==> config.mk <==
export PLATFORM = sky130hd
export DESIGN_NAME = rhpt_mod_unit
export DESIGN_NICKNAME = d
export VERILOG_FILES = /design/src/sv/rhpt_mod_unit.sv
export SDC_FILE = /design/constraint.sdc
export NUM_CORES = 1
export LEC_CHECK = 0
export BUFFER_PORTS_ARGS = -buffer_cell sky130_fd_sc_hd__buf_2
export CAP_MARGIN = 5
export CORE_MARGIN = 2
export CORE_UTILIZATION = 45
export CTS_BUF_LIST = sky130_fd_sc_hd__clkbuf_2 sky130_fd_sc_hd__clkbuf_4 sky130_fd_sc_hd__clkbuf_8
export CTS_CLUSTER_DIAMETER = 100
export CTS_CLUSTER_SIZE = 8
export DETAILED_ROUTE_END_ITERATION = 16
export PLACE_DENSITY = 0.67
export SYNTH_ARGS = -nofsm -noshare
export SYNTH_HDL_FRONTEND = slang
export SYNTH_SLANG_ARGS = --single-unit
==> constraint.sdc <==
create_clock -name clock -period 6.44 [get_ports clock]
set_clock_uncertainty 0.15 [all_clocks]
set_input_delay 0.966 -clock clock [delete_from_list [all_inputs] [get_ports clock]]
set_output_delay 0.966 -clock clock [all_outputs]
set_load 0.005 [all_outputs]
==> src/sv/rhpt_mod_unit.sv <==
// ----------------------------------------------------------------------------
// rhpt_mod_unit
// Bit-serial restoring remainder: one dividend bit per cycle.
// ----------------------------------------------------------------------------
module rhpt_mod_unit #(
   parameter int DIV_W = 45,
   parameter int REM_W = 11
) (
   input  logic             clock,
   input  logic             reset,
   input  logic             start,
   input  logic [DIV_W-1:0] dividend,
   input  logic [REM_W-1:0] divisor,
   output logic             done,
   output logic [REM_W-1:0] remainder
);

   localparam int CW = $clog2(DIV_W + 1);

   logic [CW-1:0]    cnt_ff, cnt_in;
   logic             done_ff, done_in;
   logic [DIV_W-1:0] dvd_ff, dvd_in;
   logic [REM_W-1:0] dsr_ff, dsr_in;
   logic [REM_W-1:0] rem_ff, rem_in;
   logic [REM_W:0]   trial;

   assign trial = {rem_ff, dvd_ff[DIV_W-1]};

   always_comb begin
      cnt_in  = cnt_ff;
      done_in = 1'b0;
      dvd_in  = dvd_ff;
      dsr_in  = dsr_ff;
      rem_in  = rem_ff;
      if (start) begin
         cnt_in = CW'(DIV_W);
         dvd_in = dividend;
         dsr_in = divisor;
         rem_in = '0;
      end else if (cnt_ff != '0) begin
         dvd_in = dvd_ff << 1;
         if (trial >= {1'b0, dsr_ff}) begin
            rem_in = REM_W'(trial - {1'b0, dsr_ff});
         end else begin
            rem_in = REM_W'(trial);
         end
         cnt_in = cnt_ff - 1'b1;
         if (cnt_ff == CW'(1)) begin
            done_in = 1'b1;
         end
      end
   end

   always_ff @(posedge clock) begin
      if (reset) begin
         cnt_ff  <= '0;
         done_ff <= 1'b0;
      end else begin
         cnt_ff  <= cnt_in;
         done_ff <= done_in;
      end
      dvd_ff <= dvd_in;
      dsr_ff <= dsr_in;
      rem_ff <= rem_in;
   end

   assign done      = done_ff;
   assign remainder = rem_ff;

endmodule

# Yosys cells after proc, flatten, opt, wreduce, memory -nomap -nowiden
# Index checks and enable logic that the tools add are counted.
classes:
  addsub: 2
  n_lt_le_gt_ge: 1
  eq_ne: 1
  mux: 6
  bitwise_logic: 1
  n_reduce_logical: 4
op_table:
  columns: ["op", "count"]
  rows:
  - ["45-bit two-way mux", 2]
  - ["12-bit by 11-bit greater-or-equal comparator with 1-bit output", 1]
  - ["6-bit two-way mux", 2]
  - ["11-bit two-way mux", 1]
  - ["11-bit subtractor", 1]
  - ["6-bit by 1-bit equality test with 1-bit output, second input constant", 1]
  - ["6-bit nonzero test", 1]
  - ["6-bit by 1-bit subtractor with 6-bit output, second input constant", 1]
  - ["3-bit OR reduction", 1]
  - ["2-bit nonzero test", 1]
  - ["2-bit OR reduction", 1]
  - ["1-bit two-way mux", 1]
  - ["1-bit NOT", 1]
word_totals:
  reg_bits: 74
  in_bits: 59
  out_inout_bits: 12
  elab_cells: 21

# Depth between registers and ports, before layout
depth:
  depth_word: 3
  depth_mapped: 10
  ltp_nobuf: 9

# Least setup slack after synthesis
# OpenSTA, ideal clock, no wires.
synth_timing:
  kind: "in2reg"
  from: "in start"
  to: "reg dvd_ff[0] (enable)"
  setup_time_ns: 0.403
  arrival_ns: 2.271
  t_required_ns: 5.887
  setup_slack_ns: 3.616
  cell_stages: 3
  n_path_buf: 1
  cell_sequence: "clkbuf_1 -> inv_1 -> nand2_1"
synth_via:
  elab_chain_len: 1
synth_rtl:
  columns: ["element", "line_no", "rtl"]
  rows:
  - ["start, declared", "11", "input logic start,"]
  - ["2-bit nonzero test (no source line)", null, null]
  - ["end signal, assigned", "62", "dvd_ff <= dvd_in;"]
  - ["end, declared", "22", "logic [DIV_W-1:0] dvd_ff, dvd_in;"]
# No other way between the ends.
# A chain may end at the register's enable or synchronous reset.

# Final worst setup path
layout_timing:
  from: "in start"
  to: "reg dvd_ff[15] (enable)"
# Same word-level chain as after synthesis.

==> metrics.md <==
| Metric | Value |
|---|---|
| # nets final | `approximately 430` |
| DRC errors left | `0` |
| Post-CTS Resized | `0` |
| Crit path launch type | `input pin` |
| Diodes inserted | `0` |
| Post-CTS setup buffer count | `0` |
| Area Growth Syn to Fin | `17.0%` |
| Max_slew headroom | `0.322` |
| Pwr Total | `around 1500 uW` |
| Htree depth | `3` |
| Final instance area | `around 0.0043 sq mm` |
| Clock buffer depth | `2` |
| Fmax | `350 MHz` |
| PortBufs | `70` |
| Unrepaired setup endpoints after global routing | `no` |
| I/O pin cnt | `71` |
| DR pass1 iterations | `4` |
| Wirelength per Cell | `approximately 15 um` |
| Initial Util | `0.457` |
| Fillers | `713` |
| Min Tclk post-route | `around 2.9 ns` |
| Hold Crit Class | `flip-flop to flip-flop` |
| Slew @ Worst Pin | `1.01 ns` |
| CTS tree | `built` |
| Post-Syn Instances | `approximately 290` |
| Post-DR vias/cell | `5.33` |
| Cts bufs inserted | `9` |
| CP arrival | `roughly 2.7 ns` |
| Run status | `completed` |
| # setup viols final | `0` |
| First-pass GRT wire length | `11,700 um` |
| Post-Route WL | `approximately 7000 um` |
| Die width | `about 95 um` |
| Total number of vias | `about 2,500` |
| Placeable Area | `0.00809 sq mm` |
| Clock latency on the worst-skew pair | `0.35 ns` |
| Worst Setup End Kind | `flip-flop` |
| WL met1 | `around 3200 um` |
| Top post-synthesis cells by area | `edfxtp_1, mux2_2, dfxtp_1, ha_1, nor2_1` |
| Main flop type after synthesis | `edfxtp_1` |
| Met2 wire length | `3160 um` |
| Final HPWL DP | `between 4000 and 5000 um` |
| Synth Cell Area | `between 0.003 and 0.004 sq mm` |
| Critical path class | `input pin to flip-flop` |
| Pwr Density | `357 mW/mm^2` |
| P_leak | `around 0.0018 uW` |
| Most common cell after layout, fill and taps aside | `buf_2` |
| Post-synthesis cell type count | `52` |
| Hold-fix buffers, CTS | `0` |
| Fin. Hold Viols | `0` |
| Congestion Overflow GR | `0` |
| Synth area leader | `edfxtp_1` |
| Commonest non-fill, non-tap cells in the layout | `buf_2, edfxtp_1, mux2_2` |
| Avg Inst Size Synth | `roughly 13 sq um` |
| Worst Hold Margin | `between 0.3 and 0.4 ns` |
| Util after Layout | `0.535` |
| Syn_nets | `between 300 and 400` |
| Dpl cell area | `between 0.004 and 0.005 sq mm` |
| Die ar. | `roughly 0.009 sq mm` |
| Max Transition Viols Final | `0` |
| Die H | `94.7 um` |
| Gr usage total | `0.170` |
| Clock root buffer | `clkbuf_8` |
| Final TNS setup | `0 ns` |
| Max VDD drop | `around 0.00014 V` |
| Register area share after synthesis | `0.552` |
| Layout cell share with drive strength beyond 1 | `0.393` |
| Final period util | `0.444` |
| Yosys top cell area share | `0.455` |
| Crit path required time | `6.25 ns` |
| Synthesis Warnings | `0` |
| Fraction of registers with async set/reset | `0` |
| Max FO, Critical Path | `45` |
| Rows | `33` |
| Uppermost layer routed | `met4` |
| Largest net degree at the start of global routing | `46` |
| Initial antenna violation count | `0` |
| Clock sink count | `74` |
| Routed wl met3 | `between 400 and 500 um` |
| Vias in the first global route | `around 2,600` |
| Final antenna-violating net count | `0` |
| Max Cap Viol | `0` |
| Seq cells post-synth | `74` |
| Clk slew on worst S/H paths | `around 0.080 ns` |
| Routability congestion estimate | `roughly 0.84` |
| Post-synth EDFFs | `56` |
| Iter 0 DRT Violations | `151` |
[metrics by stage]
| stage | setup WS (ns) | std cells |
|---|---|---|
| after floorplan | 3.62 | 293 |
| after global placement | 3.22 | 453 |
| after detailed placement | 3.16 | 453 |
| after CTS | 3.55 | 469 |
| after global routing | 3.35 | 469 |
| final | 3.58 | 469 |
[layer usage]
metal  global-route usage  vias up
met5                    0        -
met4               0.0797        0
met3               0.0479        8
met2                0.266       64
met1                0.220     1197
li1                     -     1233
[report_power, final]
| group | internal, uW | switching, uW | leakage [uW] | total (uW) |
|---|---|---|---|---|
| clock network | 202 | 177 | 0.000110 | 379 |
| logic | 230 | 276 | 0.000964 | 506 |
| registers | 607 | 51.1 | 0.000730 | 658 |
| total | 1040 | 504 | 0.00180 | 1540 |
[state kept, by name, indices dropped and copies added, names as in the netlist]
| name | cells |
|---|---|
| cnt_ff | 6 |
| done | 1 |
| dsr_ff | 11 |
| dvd_ff | 45 |
| remainder | 11 |
[logic make-up (layout without fill, tap and decap cells)]
| logic type | Yosys count | after routing | share of synthesized area |
|---|---|---|---|
| mux | 45 | 45 | 0.137 |
| buf+inv | 32 | 103 | 0.0365 |
| xor+xnor | 9 | 9 | 0.0213 |
| fa+ha+maj | 15 | 15 | 0.0528 |
| compound gates | 48 | 48 | 0.103 |
| flops | 74 | 74 | 0.552 |
| simple gates | 70 | 70 | 0.0978 |
[synth_stat cells (2+ instances only)]
cell	instances
xnor2_1	5
a311oi_1	8
buf_2	3
nand4_1	3
mux2_2	44
a21oi_1	8
o21a_1	2
edfxtp_1	56
xor2_1	4
nand3_1	13
nor2_1	24
a31oi_1	3
inv_1	16
a21o_1	4
ha_1	14
o21ai_0	7
or3_1	4
and3_1	3
o211ai_1	3
nor3_1	6
dfxtp_1	18
clkbuf_1	11
nand2_1	5
[cell type report]
cell class | instances | area, sq um | share of cell area
Clock buffer | 11 | 151 | 0.0350
Clock inverter | 5 | 61.3 | 0.0142
Inverter | 16 | 60.1 | 0.0139
Multi-Input combinational cell | 187 | 1520 | 0.352
Sequential cell | 74 | 2040 | 0.472
Tap cell | 105 | 131 | 0.0304
Timing Repair Buffer | 71 | 358 | 0.0827
[critical path: stages]
cell,delay [ns]
buf_2,0.57
inv_1,0.28
nand2_2,0.81
[path summary, 6_finish.rpt]
check	start	to	slack, ns	cells past startpoint
setup / recovery	start	dvd_ff[15]	3.58	3
setup reg to reg	dvd_ff[44]	remainder[3]	3.72	9
hold / removal	cnt_ff[5]	done	0.37	1
hold reg to reg	cnt_ff[5]	done	0.37	1
Note: power is estimated with default switching activity, not from simulation.
